===== config.mk =====
export PLATFORM = sky130hd
export DESIGN_NAME = sector_cache_tags_with_clock_eviction_top_flat
export DESIGN_NICKNAME = d
export VERILOG_FILES = /design/src/design/sct_pkg.sv /design/src/design/sct_if.sv /design/src/design/sector_cache_tags_with_clock_eviction_top.sv /design/src/design/sct_ram.sv /design/src/design/sct_ctrl.sv /design/src/design/sct_out_stage.sv /design/src/flat_wrapper.sv
export SDC_FILE = /design/constraint.sdc
export NUM_CORES = 2
export LEC_CHECK = 0
export BUFFER_PORTS_ARGS = -buffer_cell sky130_fd_sc_hd__buf_4
export CAP_MARGIN = 30
export CELL_PAD_IN_SITES_DETAIL_PLACEMENT = 0
export CELL_PAD_IN_SITES_GLOBAL_PLACEMENT = 2
export CORE_ASPECT_RATIO = 0.9
export CORE_MARGIN = 10
export CORE_UTILIZATION = 49
export CTS_BUF_LIST = sky130_fd_sc_hd__clkbuf_8 sky130_fd_sc_hd__clkbuf_16
export DETAILED_ROUTE_END_ITERATION = 7
export PLACE_DENSITY_LB_ADDON = 0.1
export SLEW_MARGIN = 20
export SYNTH_ARGS = -nofsm -noshare
export SYNTH_HDL_FRONTEND = slang
export SYNTH_SLANG_ARGS = --single-unit

===== constraint.sdc =====
create_clock -name clk -period 10.45 [get_ports clk]
set_input_delay 0.5225 -clock clk [delete_from_list [all_inputs] [get_ports clk]]
set_output_delay 0.5225 -clock clk [all_outputs]
set_load 0.05 [all_outputs]

===== src/design/sct_pkg.sv =====
// Shared constants, codes, types and helpers for the sector cache tag manager.
package sct_pkg;

  // Sizing of the cache and of its metadata.
  localparam int ENTRIES  = 64;
  localparam int TAG_BITS = 32;
  localparam int PIN_BITS = 8;

  // Fixed field widths of the transaction payloads.
  localparam int FUNC_W   = 2;
  localparam int SECTOR_W = 32;
  localparam int EIDX_W   = 6;
  localparam int STATUS_W = 3;
  localparam int SLOT_W   = 6;

  // Derived widths and limits.
  localparam int IDX_W  = $clog2(ENTRIES);
  localparam int STEP_W = $clog2(2 * ENTRIES);
  localparam int WORD_W = TAG_BITS + PIN_BITS + 1;

  localparam logic [IDX_W-1:0]    LAST_IDX  = IDX_W'(ENTRIES - 1);
  localparam logic [STEP_W-1:0]   STEP_LAST = STEP_W'(2 * ENTRIES - 1);
  localparam logic [PIN_BITS-1:0] PIN_MAX   = {PIN_BITS{1'b1}};
  localparam logic [PIN_BITS-1:0] PIN_ONE   = PIN_BITS'(1);

  // Request codes.
  typedef enum logic [FUNC_W-1:0] {
    FN_LOOKUP  = 2'd0,
    FN_RELEASE = 2'd1,
    FN_FLUSH   = 2'd2
  } func_t;

  // Result status codes.
  typedef enum logic [STATUS_W-1:0] {
    ST_HIT       = 3'd0,
    ST_FILL      = 3'd1,
    ST_EVICT     = 3'd2,
    ST_BUSY      = 3'd3,
    ST_RELEASED  = 3'd4,
    ST_REL_UNDER = 3'd5,
    ST_FLUSHED   = 3'd6
  } status_t;

  // Controller states.
  typedef enum logic [2:0] {
    S_IDLE,
    S_SCAN,
    S_SWEEP,
    S_REL,
    S_FLUSH,
    S_FLRD,
    S_RESP
  } state_t;

  // One result as it travels from the controller to the output stage.
  typedef struct packed {
    status_t               status;
    logic [SLOT_W-1:0]     slot;
    logic                  writeback;
    logic [SECTOR_W-1:0]   writeback_sector;
    logic                  fetch;
    logic                  last;
  } res_t;

  // Index of the next entry, wrapping at the end of the cache.
  function automatic logic [IDX_W-1:0] idx_next(input logic [IDX_W-1:0] idx);
    logic [IDX_W-1:0] nxt;
    nxt = (idx == LAST_IDX) ? '0 : idx + IDX_W'(1);
    return nxt;
  endfunction

  // Pack the fields of one result.
  function automatic res_t make_res(input status_t status, input logic [SLOT_W-1:0] slot,
                                    input logic wb, input logic [SECTOR_W-1:0] sector,
                                    input logic fetch, input logic last);
    res_t r;
    r.status           = status;
    r.slot             = slot;
    r.writeback        = wb;
    r.writeback_sector = sector;
    r.fetch            = fetch;
    r.last             = last;
    return r;
  endfunction

endpackage


===== src/design/sct_if.sv =====
// Valid/ready channel interfaces for requests and results.
interface sct_in_if;
  import sct_pkg::*;

  logic                valid;
  logic                ready;
  logic [FUNC_W-1:0]   func;
  logic [SECTOR_W-1:0] sector_number;
  logic [EIDX_W-1:0]   entry_index;

  modport source (output valid, func, sector_number, entry_index, input ready);
  modport sink   (input valid, func, sector_number, entry_index, output ready);
endinterface

interface sct_out_if;
  import sct_pkg::*;

  logic                valid;
  logic                ready;
  logic [STATUS_W-1:0] status;
  logic [SLOT_W-1:0]   slot;
  logic                writeback;
  logic [SECTOR_W-1:0] writeback_sector;
  logic                fetch;
  logic                last;

  modport source (output valid, status, slot, writeback, writeback_sector, fetch, last,
                  input ready);
  modport sink   (input valid, status, slot, writeback, writeback_sector, fetch, last,
                  output ready);
endinterface


===== src/design/sector_cache_tags_with_clock_eviction_top.sv =====
// Lookup: the tag scan ends in a hit or fill result; a hit ends the scan at its entry.
// If all entries are valid a clock sweep follows; sweep and tag scan take one entry per cycle.
// Release reads and updates one entry; flush skips invalid entries and emits each valid one.
// One transaction is processed at a time; a new one is taken while a result waits.
// Synchronous active-low reset clears valid, pin and accessed state and the hand at once;
// the tag RAM is not cleared and needs no clearing pass.
module sector_cache_tags_with_clock_eviction_top (
  input  logic      clk,
  input  logic      rst_n,
  sct_in_if.sink    in_ch,
  sct_out_if.source out_ch
);
  import sct_pkg::*;

  logic              out_free;
  logic              emit_valid;
  res_t              emit;
  logic              ram_we;
  logic [IDX_W-1:0]  ram_waddr;
  logic [WORD_W-1:0] ram_wdata;
  logic              ram_re;
  logic [IDX_W-1:0]  ram_raddr;
  logic [WORD_W-1:0] ram_rdata;

  // Entry RAM: tag, pin count and accessed bit of each entry.
  sct_ram #(
    .WIDTH (WORD_W),
    .DEPTH (ENTRIES)
  ) u_ram (
    .clk   (clk),
    .we    (ram_we),
    .waddr (ram_waddr),
    .wdata (ram_wdata),
    .re    (ram_re),
    .raddr (ram_raddr),
    .rdata (ram_rdata)
  );

  sct_ctrl u_ctrl (
    .clk              (clk),
    .rst_n            (rst_n),
    .in_valid         (in_ch.valid),
    .in_ready         (in_ch.ready),
    .in_func          (in_ch.func),
    .in_sector_number (in_ch.sector_number),
    .in_entry_index   (in_ch.entry_index),
    .out_free         (out_free),
    .emit_valid       (emit_valid),
    .emit             (emit),
    .ram_we           (ram_we),
    .ram_waddr        (ram_waddr),
    .ram_wdata        (ram_wdata),
    .ram_re           (ram_re),
    .ram_raddr        (ram_raddr),
    .ram_rdata        (ram_rdata)
  );

  sct_out_stage u_out (
    .clk        (clk),
    .rst_n      (rst_n),
    .emit_valid (emit_valid),
    .emit       (emit),
    .free       (out_free),
    .out_ch     (out_ch)
  );

  // Only fills and evictions ask for a sector to be fetched.
  a_fetch_kind: assert property (@(posedge clk) disable iff (!rst_n)
    out_ch.valid && out_ch.fetch |-> (out_ch.status == ST_FILL || out_ch.status == ST_EVICT))
    else $error("fetch on a result that is not a fill or an eviction");

  // Only evictions and flushes request a write-back.
  a_wb_kind: assert property (@(posedge clk) disable iff (!rst_n)
    out_ch.valid && out_ch.writeback |->
      (out_ch.status == ST_EVICT || out_ch.status == ST_FLUSHED))
    else $error("write-back on a result that is not an eviction or a flush");

  // A busy result carries no slot and no side effects.
  a_busy_clean: assert property (@(posedge clk) disable iff (!rst_n)
    out_ch.valid && out_ch.status == ST_BUSY |->
      (out_ch.slot == '0 && !out_ch.writeback && !out_ch.fetch && out_ch.last))
    else $error("busy result with a slot, write-back or fetch");

  // An accepted lookup keeps the request side closed while the scan runs.
  a_lookup_busy: assert property (@(posedge clk) disable iff (!rst_n)
    in_ch.valid && in_ch.ready && in_ch.func == FN_LOOKUP |=> !in_ch.ready)
    else $error("request accepted during a tag scan");

endmodule


===== src/design/sct_ram.sv =====
// Generic single-write, single-read synchronous RAM with registered read data.
module sct_ram #(
  parameter int WIDTH = 8,
  parameter int DEPTH = 16
) (
  input  logic                     clk,
  input  logic                     we,
  input  logic [$clog2(DEPTH)-1:0] waddr,
  input  logic [WIDTH-1:0]         wdata,
  input  logic                     re,
  input  logic [$clog2(DEPTH)-1:0] raddr,
  output logic [WIDTH-1:0]         rdata
);

  logic [WIDTH-1:0] mem [DEPTH];
  logic [WIDTH-1:0] rdata_r;

  // Write port.
  always_ff @(posedge clk) begin
    if (we) begin
      mem[waddr] <= wdata;
    end
  end

  // Read port; the data holds until the next read.
  always_ff @(posedge clk) begin
    if (re) begin
      rdata_r <= mem[raddr];
    end
  end

  assign rdata = rdata_r;

endmodule


===== src/design/sct_ctrl.sv =====
// Request sequencer: tag scan, clock sweep, release and flush over the entry RAM.
module sct_ctrl (
  input  logic                          clk,
  input  logic                          rst_n,
  input  logic                          in_valid,
  output logic                          in_ready,
  input  logic [sct_pkg::FUNC_W-1:0]    in_func,
  input  logic [sct_pkg::SECTOR_W-1:0]  in_sector_number,
  input  logic [sct_pkg::EIDX_W-1:0]    in_entry_index,
  input  logic                          out_free,
  output logic                          emit_valid,
  output sct_pkg::res_t                 emit,
  output logic                          ram_we,
  output logic [sct_pkg::IDX_W-1:0]     ram_waddr,
  output logic [sct_pkg::WORD_W-1:0]    ram_wdata,
  output logic                          ram_re,
  output logic [sct_pkg::IDX_W-1:0]     ram_raddr,
  input  logic [sct_pkg::WORD_W-1:0]    ram_rdata
);
  import sct_pkg::*;

  state_t              state_r,     state_nxt;
  logic [IDX_W-1:0]    cnt_r,       cnt_nxt;
  logic [STEP_W-1:0]   step_r,      step_nxt;
  logic [IDX_W-1:0]    hand_r,      hand_nxt;
  logic [TAG_BITS-1:0] tag_r,       tag_nxt;
  logic                inv_found_r, inv_found_nxt;
  logic [IDX_W-1:0]    inv_idx_r,   inv_idx_nxt;
  logic [ENTRIES-1:0]  valid_r,     valid_nxt;
  logic [ENTRIES-1:0]  meta_ok_r,   meta_ok_nxt;
  res_t                pend_r,      pend_nxt;

  logic [IDX_W-1:0]    data_idx;
  logic [IDX_W-1:0]    fill_idx;
  logic [TAG_BITS-1:0] rd_tag;
  logic [PIN_BITS-1:0] rd_pins;
  logic                rd_acc;
  logic [PIN_BITS-1:0] pins_inc;

  // Decode the word that came back from the RAM. Pins and the accessed bit of
  // an entry never written since reset read as zero.
  assign data_idx = (state_r == S_SWEEP) ? hand_r : cnt_r;
  assign rd_tag   = ram_rdata[WORD_W-1:PIN_BITS+1];
  assign rd_pins  = meta_ok_r[data_idx] ? ram_rdata[PIN_BITS:1] : '0;
  assign rd_acc   = meta_ok_r[data_idx] & ram_rdata[0];
  assign pins_inc = (rd_pins == PIN_MAX) ? rd_pins : rd_pins + PIN_ONE;
  assign fill_idx = inv_found_r ? inv_idx_r : cnt_r;

  // State and metadata registers.
  always_ff @(posedge clk) begin
    if (!rst_n) begin
      state_r   <= S_IDLE;
      hand_r    <= '0;
      valid_r   <= '0;
      meta_ok_r <= '0;
    end else begin
      state_r   <= state_nxt;
      hand_r    <= hand_nxt;
      valid_r   <= valid_nxt;
      meta_ok_r <= meta_ok_nxt;
    end
  end

  // Working registers of the transaction in progress.
  always_ff @(posedge clk) begin
    cnt_r       <= cnt_nxt;
    step_r      <= step_nxt;
    tag_r       <= tag_nxt;
    inv_found_r <= inv_found_nxt;
    inv_idx_r   <= inv_idx_nxt;
    pend_r      <= pend_nxt;
  end

  // Next state and RAM control.
  always_comb begin
    state_nxt     = state_r;
    cnt_nxt       = cnt_r;
    step_nxt      = step_r;
    hand_nxt      = hand_r;
    tag_nxt       = tag_r;
    inv_found_nxt = inv_found_r;
    inv_idx_nxt   = inv_idx_r;
    valid_nxt     = valid_r;
    meta_ok_nxt   = meta_ok_r;
    pend_nxt      = pend_r;
    ram_we        = 1'b0;
    ram_waddr     = '0;
    ram_wdata     = '0;
    ram_re        = 1'b0;
    ram_raddr     = '0;
    emit_valid    = 1'b0;
    emit          = pend_r;
    in_ready      = (state_r == S_IDLE);

    case (state_r)
      S_IDLE: begin
        if (in_valid) begin
          case (in_func)
            FN_LOOKUP: begin
              ram_re        = 1'b1;
              ram_raddr     = '0;
              cnt_nxt       = '0;
              tag_nxt       = TAG_BITS'(in_sector_number);
              inv_found_nxt = 1'b0;
              state_nxt     = S_SCAN;
            end
            FN_RELEASE: begin
              cnt_nxt  = IDX_W'(in_entry_index);
              pend_nxt = make_res(ST_REL_UNDER, SLOT_W'(in_entry_index), 1'b0, '0,
                                  1'b0, 1'b1);
              if (32'(in_entry_index) >= 32'(ENTRIES)) begin
                state_nxt = S_RESP;
              end else begin
                ram_re    = 1'b1;
                ram_raddr = IDX_W'(in_entry_index);
                state_nxt = S_REL;
              end
            end
            FN_FLUSH: begin
              cnt_nxt   = '0;
              state_nxt = S_FLUSH;
            end
            default: ;
          endcase
        end
      end

      // Compare one entry per cycle while the next read is in flight.
      S_SCAN: begin
        ram_re    = 1'b1;
        ram_raddr = idx_next(cnt_r);
        cnt_nxt   = idx_next(cnt_r);
        if (valid_r[cnt_r] && rd_tag == tag_r) begin
          ram_we              = 1'b1;
          ram_waddr           = cnt_r;
          ram_wdata           = {rd_tag, pins_inc, rd_acc};
          meta_ok_nxt[cnt_r]  = 1'b1;
          pend_nxt  = make_res(ST_HIT, SLOT_W'(cnt_r), 1'b0, '0, 1'b0, 1'b1);
          state_nxt = S_RESP;
        end else begin
          if (!valid_r[cnt_r] && !inv_found_r) begin
            inv_found_nxt = 1'b1;
            inv_idx_nxt   = cnt_r;
          end
          if (cnt_r == LAST_IDX) begin
            if (inv_found_r || !valid_r[cnt_r]) begin
              ram_we                = 1'b1;
              ram_waddr             = fill_idx;
              ram_wdata             = {tag_r, PIN_ONE, 1'b1};
              valid_nxt[fill_idx]   = 1'b1;
              meta_ok_nxt[fill_idx] = 1'b1;
              pend_nxt  = make_res(ST_FILL, SLOT_W'(fill_idx), 1'b0, '0, 1'b1, 1'b1);
              state_nxt = S_RESP;
            end else begin
              // Every entry is valid: start the clock sweep at the hand.
              ram_raddr = hand_r;
              step_nxt  = '0;
              state_nxt = S_SWEEP;
            end
          end
        end
      end

      // One sweep step per cycle; the read of the following entry overlaps.
      S_SWEEP: begin
        ram_re    = 1'b1;
        ram_raddr = idx_next(hand_r);
        if (rd_pins == '0 && !rd_acc) begin
          ram_we              = 1'b1;
          ram_waddr           = hand_r;
          ram_wdata           = {tag_r, PIN_ONE, 1'b1};
          meta_ok_nxt[hand_r] = 1'b1;
          pend_nxt  = make_res(ST_EVICT, SLOT_W'(hand_r), 1'b1, SECTOR_W'(rd_tag),
                               1'b1, 1'b1);
          state_nxt = S_RESP;
        end else begin
          // Unpinned entries get their second chance.
          if (rd_pins == '0) begin
            ram_we    = 1'b1;
            ram_waddr = hand_r;
            ram_wdata = {rd_tag, rd_pins, 1'b0};
          end
          hand_nxt = idx_next(hand_r);
          step_nxt = step_r + STEP_W'(1);
          if (step_r == STEP_LAST) begin
            pend_nxt  = make_res(ST_BUSY, '0, 1'b0, '0, 1'b0, 1'b1);
            state_nxt = S_RESP;
          end
        end
      end

      // Release: drop one pin unless the count is already zero.
      S_REL: begin
        if (rd_pins != '0) begin
          ram_we          = 1'b1;
          ram_waddr       = cnt_r;
          ram_wdata       = {rd_tag, rd_pins - PIN_ONE, rd_acc};
          pend_nxt.status = ST_RELEASED;
        end
        state_nxt = S_RESP;
      end

      // Flush: skip invalid entries, fetch the tag of valid ones.
      S_FLUSH: begin
        if (valid_r[cnt_r]) begin
          ram_re    = 1'b1;
          ram_raddr = cnt_r;
          state_nxt = S_FLRD;
        end else if (cnt_r == LAST_IDX) begin
          state_nxt = S_IDLE;
        end else begin
          cnt_nxt = idx_next(cnt_r);
        end
      end

      // Hand one flushed entry to the output stage; the RAM holds its data.
      S_FLRD: begin
        if (out_free) begin
          emit_valid = 1'b1;
          emit = make_res(ST_FLUSHED, SLOT_W'(cnt_r), 1'b1, SECTOR_W'(rd_tag), 1'b0,
                          ~|(valid_r & ~(ENTRIES'(1) << cnt_r)));
          valid_nxt[cnt_r] = 1'b0;
          if (cnt_r == LAST_IDX) begin
            state_nxt = S_IDLE;
          end else begin
            cnt_nxt   = idx_next(cnt_r);
            state_nxt = S_FLUSH;
          end
        end
      end

      // Single-result transactions leave through here.
      S_RESP: begin
        if (out_free) begin
          emit_valid = 1'b1;
          state_nxt  = S_IDLE;
        end
      end

      default: state_nxt = S_IDLE;
    endcase
  end

endmodule


===== src/design/sct_out_stage.sv =====
// Output register that holds one result until the sink takes it.
module sct_out_stage (
  input  logic          clk,
  input  logic          rst_n,
  input  logic          emit_valid,
  input  sct_pkg::res_t emit,
  output logic          free,
  sct_out_if.source     out_ch
);
  import sct_pkg::*;

  logic out_valid_r;
  res_t res_r;

  // The stage can load whenever it is empty or its content leaves now.
  assign free = !out_valid_r || out_ch.ready;

  always_ff @(posedge clk) begin
    if (!rst_n) begin
      out_valid_r <= 1'b0;
    end else if (free) begin
      out_valid_r <= emit_valid;
    end
  end

  always_ff @(posedge clk) begin
    if (free && emit_valid) begin
      res_r <= emit;
    end
  end

  assign out_ch.valid            = out_valid_r;
  assign out_ch.status           = res_r.status;
  assign out_ch.slot             = res_r.slot;
  assign out_ch.writeback        = res_r.writeback;
  assign out_ch.writeback_sector = res_r.writeback_sector;
  assign out_ch.fetch            = res_r.fetch;
  assign out_ch.last             = res_r.last;

endmodule

===== src/flat_wrapper.sv =====
// flat-port wrapper written by rule: the top's interface ports become plain ports
module sector_cache_tags_with_clock_eviction_top_flat import sct_pkg::*;
  (clk, rst_n, in_ch_valid, in_ch_func, in_ch_sector_number, in_ch_entry_index, in_ch_ready, out_ch_valid, out_ch_status, out_ch_slot, out_ch_writeback, out_ch_writeback_sector, out_ch_fetch, out_ch_last, out_ch_ready);
  sct_in_if in_ch_i ();
  sct_out_if out_ch_i ();
  input  logic clk;
  input  logic rst_n;
  input wire logic [$bits(in_ch_i.valid)-1:0] in_ch_valid;
  input wire logic [$bits(in_ch_i.func)-1:0] in_ch_func;
  input wire logic [$bits(in_ch_i.sector_number)-1:0] in_ch_sector_number;
  input wire logic [$bits(in_ch_i.entry_index)-1:0] in_ch_entry_index;
  output wire logic [$bits(in_ch_i.ready)-1:0] in_ch_ready;
  output wire logic [$bits(out_ch_i.valid)-1:0] out_ch_valid;
  output wire logic [$bits(out_ch_i.status)-1:0] out_ch_status;
  output wire logic [$bits(out_ch_i.slot)-1:0] out_ch_slot;
  output wire logic [$bits(out_ch_i.writeback)-1:0] out_ch_writeback;
  output wire logic [$bits(out_ch_i.writeback_sector)-1:0] out_ch_writeback_sector;
  output wire logic [$bits(out_ch_i.fetch)-1:0] out_ch_fetch;
  output wire logic [$bits(out_ch_i.last)-1:0] out_ch_last;
  input wire logic [$bits(out_ch_i.ready)-1:0] out_ch_ready;
  assign in_ch_i.valid = in_ch_valid;
  assign in_ch_i.func = in_ch_func;
  assign in_ch_i.sector_number = in_ch_sector_number;
  assign in_ch_i.entry_index = in_ch_entry_index;
  assign in_ch_ready = in_ch_i.ready;
  assign out_ch_valid = out_ch_i.valid;
  assign out_ch_status = out_ch_i.status;
  assign out_ch_slot = out_ch_i.slot;
  assign out_ch_writeback = out_ch_i.writeback;
  assign out_ch_writeback_sector = out_ch_i.writeback_sector;
  assign out_ch_fetch = out_ch_i.fetch;
  assign out_ch_last = out_ch_i.last;
  assign out_ch_i.ready = out_ch_ready;
  sector_cache_tags_with_clock_eviction_top u_core (.clk(clk), .rst_n(rst_n), .in_ch(in_ch_i), .out_ch(out_ch_i));
endmodule

==> impl_metrics.ini <==
[status]
status = finished clean

[timing]
max_freq_ghz = 0.1119
setup_viol = 0
worstMarginPinSlew_ps = 1045
slew_violations = 0
hold_viol = 0
rsz0062_at_grt = no
period_needed_ps = 8934
setup_tns_ps = 0
fin_ws_ps = 1516
slew_headroom_pct = 30.35
fin_hold_ws_ps = 75.32
post-route-period-util_pct = 85.49
finClkSkew_ps = 72.12

[cts]
clkTransAtPathRegs_ps = 70
cts.sinks = 2942
cts_tree = yes
cts.path.max_buffers = 4
post_cts_buffers = 0
clk_latency_ps = 880
cts_buffers = 306
cts_root_buffer = clkbuf_16
ctsHoldBuffers = 36
ctsResizeCount = 0
h-tree-depth = 5

[critical_path]
cp_max_fo = 21
endpoint_kind = flip-flop
r2r_end = u_core.u_ram.mem[30][35]$_DFFE_PP_
critical_path_class = reg2reg
cp-endpoint = u_core.u_ram.mem[30][35]$_DFFE_PP_
worstSetupStartpoint = u_core.u_ctrl.state_r[0]$_SDFFE_PN0P_
r2r_slack_ps = 1520
cp_slowest_cell = a221o_1
crit_required_ps = 10940
cp_common_cell = nand2_1
start_kind = flip-flop
arrival_ps = 9420
worstPathCellList = or3b_1 -> a21oi_4 -> mux4_2 -> a22oi_1 -> a21oi_1 -> nor3b_1 -> nor2_1 -> nand2_1 -> ha_1 -> nand2_1 -> or3_1 -> or3_1 -> nand2_1 -> o32ai_1 -> a221o_1 -> nand2_1 -> or2_2 -> nor2_4 -> buf_4
rr_worst_depth = 19
r2r_start = u_core.u_ctrl.state_r[0]$_SDFFE_PN0P_
cpPeakStageDelay_ps = 730

[floorplan]
dieArea_sq_um = 260800
pin_count = 90
rows = 170
die_width_um = 537.2
initial_core_util_pct = 49.34
core_area_sq_um = 239100
dieHeight_um = 485.5

[layout]
nNetsFinal = 7081
seq_area_sq_um = 86960
layout-drive-gt1-share_pct = 18.84
syn_to_final_growth_pct = 12.98
final_area_sq_um = 133300
multi_input_area_sq_um = 29300
fill_cells = 18530

[power_and_ir_drop]
power_density_nw_per_um2 = 272.7
vdd_drop_max_mv = 0.3428
fin_total_pwr_mw = 36.34
power_leakage_nw = 42.40

[grt]
antenna_found_initial = 15
grt_overflow = 0
grt_pass1_wl_mm = 500.2
grt_max_degree = 108
grt_usage_pct = 26.69
grt_pass1_vias = 64400

[worst_hold_path]
hp-class = in2reg

[yosys]
synthAdderAreaFrac_pct = 0.1061
yosys.area_share.simple_pct = 5.645
netlist-cell-type-count = 100
synth_top_area_share_pct = 71.38
syn_inst = 6779
synth_enable_flop_cells = 2804
yosysTopAreaCell = edfxtp_1
yosys_register_bits = 2942
synthTopCellsByArea = edfxtp_1 71%, mux4_2 8.6%, mux2i_1 2.7%
synth-xor-area-share_pct = 0.3638
synth_compound_area_share_pct = 6.568
synth_area_sq_um = 118000
synth_area_per_cell_sq_um = 17.40
syn_nets = 6833
synth_top_family_by_area = multiplexers
ys_seq_area_share_pct = 73.72
muxShareOfSynthArea_pct = 11.54
yosys_warnings = 0
synth_ff_type = edfxtp_1
synth-async-reset-ratio_pct = 0

[placed_design]
port_buffers = 89
hpwlAfterDp_mm = 212.8
gp_congestion = 0.8790
dpl-instance-area_sq_um = 123200
pre_cts_ws_ps = 1730

[detailed_routing]
drt_pass1_iterations = 5
ant_nets = 0
viasPerCell = 6.432
drt_wl_total_mm = 357.7
via_count = 67120
wire_per_inst_um = 34.28
drt_iter0_drc = 8786
drc = 0

[run]
cap_violations = 0
through the flow:
step	std cells	util [%]
floorplan	6779	-
global placement	9835	51.41
detailed placement	9851	51.55
CTS	10410	55.63
global route	10430	55.74
finish	10430	55.74
layout make-up:
class,instances,area share (%)
flip-flops and latches,2942,65.25
multi-input cells,3373,21.99
clock buffers,315,5.898
well taps,3182,2.987
repair buffers,377,2.626
clock inverters,210,1.158
inverters,27,0.07605
diodes,8,0.01502
cells by family (layout without fill, tap and decap cells):
logic type,count (synthesis),count (layout)
DFF,2942,2942
adders and majority gates,10,10
buffers and inverters,464,929
and+or+nand+nor,1379,1379
other,0,8
xor gates and xnor gates,49,49
muxes,782,782
AOI/OAI and AO/OA,1153,1153
worst min path at each step:
stage / startpoint / endpoint / slack, ps / cells after the start
floorplan: u_core.u_ctrl.cnt_r[3]$_DFFE_PP_ / u_core.u_ctrl.inv_idx_r[3]$_DFFE_PP_ / 430 / 0
global route: in_ch_entry_index[2] / u_core.u_ctrl.cnt_r[2]$_DFFE_PP_ / 50 / 3
global placement: u_core.u_ctrl.meta_ok_r[28]$_SDFFE_PN0P_ / u_core.u_ctrl.meta_ok_r[28]$_SDFFE_PN0P_ / 470 / 2
finish: in_ch_entry_index[2] / u_core.u_ctrl.cnt_r[2]$_DFFE_PP_ / 80 / 3
detailed placement: u_core.u_ctrl.meta_ok_r[29]$_SDFFE_PN0P_ / u_core.u_ctrl.meta_ok_r[29]$_SDFFE_PN0P_ / 480 / 2
CTS: in_ch_entry_index[2] / u_core.u_ctrl.cnt_r[2]$_DFFE_PP_ / 1 / 3
layout by cell type, fill, tap and decap left out, types with 116 or more instances in the layout:
cell | Yosys | final
a22oi_1 | 169 | 169
clkbuf_16 | 0 | 313
o21ai_0 | 189 | 187
mux4_2 | 448 | 448
o22ai_1 | 151 | 151
nand3_1 | 118 | 116
buf_4 | 45 | 294
edfxtp_1 | 2804 | 2804
mux2i_1 | 313 | 313
nand2_1 | 686 | 683
dfxtp_1 | 138 | 138
a21oi_1 | 215 | 213
synthesized netlist by cell type, types with 118 or more instances:
master / n
o21ai_0: 189
nand2_1: 686
dfxtp_1: 138
edfxtp_1: 2804
a21oi_1: 215
mux2i_1: 313
clkbuf_1: 199
mux4_2: 448
buf_2: 119
nand3_1: 118
o22ai_1: 151
a22oi_1: 169
layer usage:
| layer | GRT usage (%) | part of all wire (%) | vias up |
|---|---|---|---|
| met1 | 39.51 | 42 | 35420 |
| li1 | - | - | 27850 |
| met5 | 0 | 0.011 | - |
| met3 | 4.028 | 8.2 | 558 |
| met4 | 7.781 | 3.3 | 6 |
| met2 | 41.41 | 46 | 3286 |
critical path: cells and delay by family, from the launching register on:
kind                       cells  cell delay (ps)
muxes                          1              370
DFF                            1              520
AOI/OAI and AO/OA              5             2630
buffers and inverters          1              480
adders and majority gates      1              380
and+or+nand+nor               11             4120
state kept, by name, indices dropped and copies added, names as in the netlist, 6 cells and up:
name,cells
u_core.u_ctrl.pend_r,43
u_core.u_ctrl.meta_ok_r,64
u_core.u_ram.mem,2624
u_core.u_ctrl.valid_r,64
u_core.u_ctrl.step_r,7
u_core.u_ctrl.cnt_r,6
u_core.u_out.out_ch.slot,6
u_core.u_ctrl.hand_r,6
u_core.u_ctrl.tag_r,32
u_core.u_ram.rdata,41
u_core.u_ctrl.inv_idx_r,6
u_core.u_out.out_ch.writeback_sector,32
power by group:
group	total [mW]	internal, mW	switching (mW)
clock network	10.4	5.94	4.45
registers	14.3	14.0	0.354
logic	11.6	3.90	7.73
No activity file was read; power rests on OpenSTA's default activity.
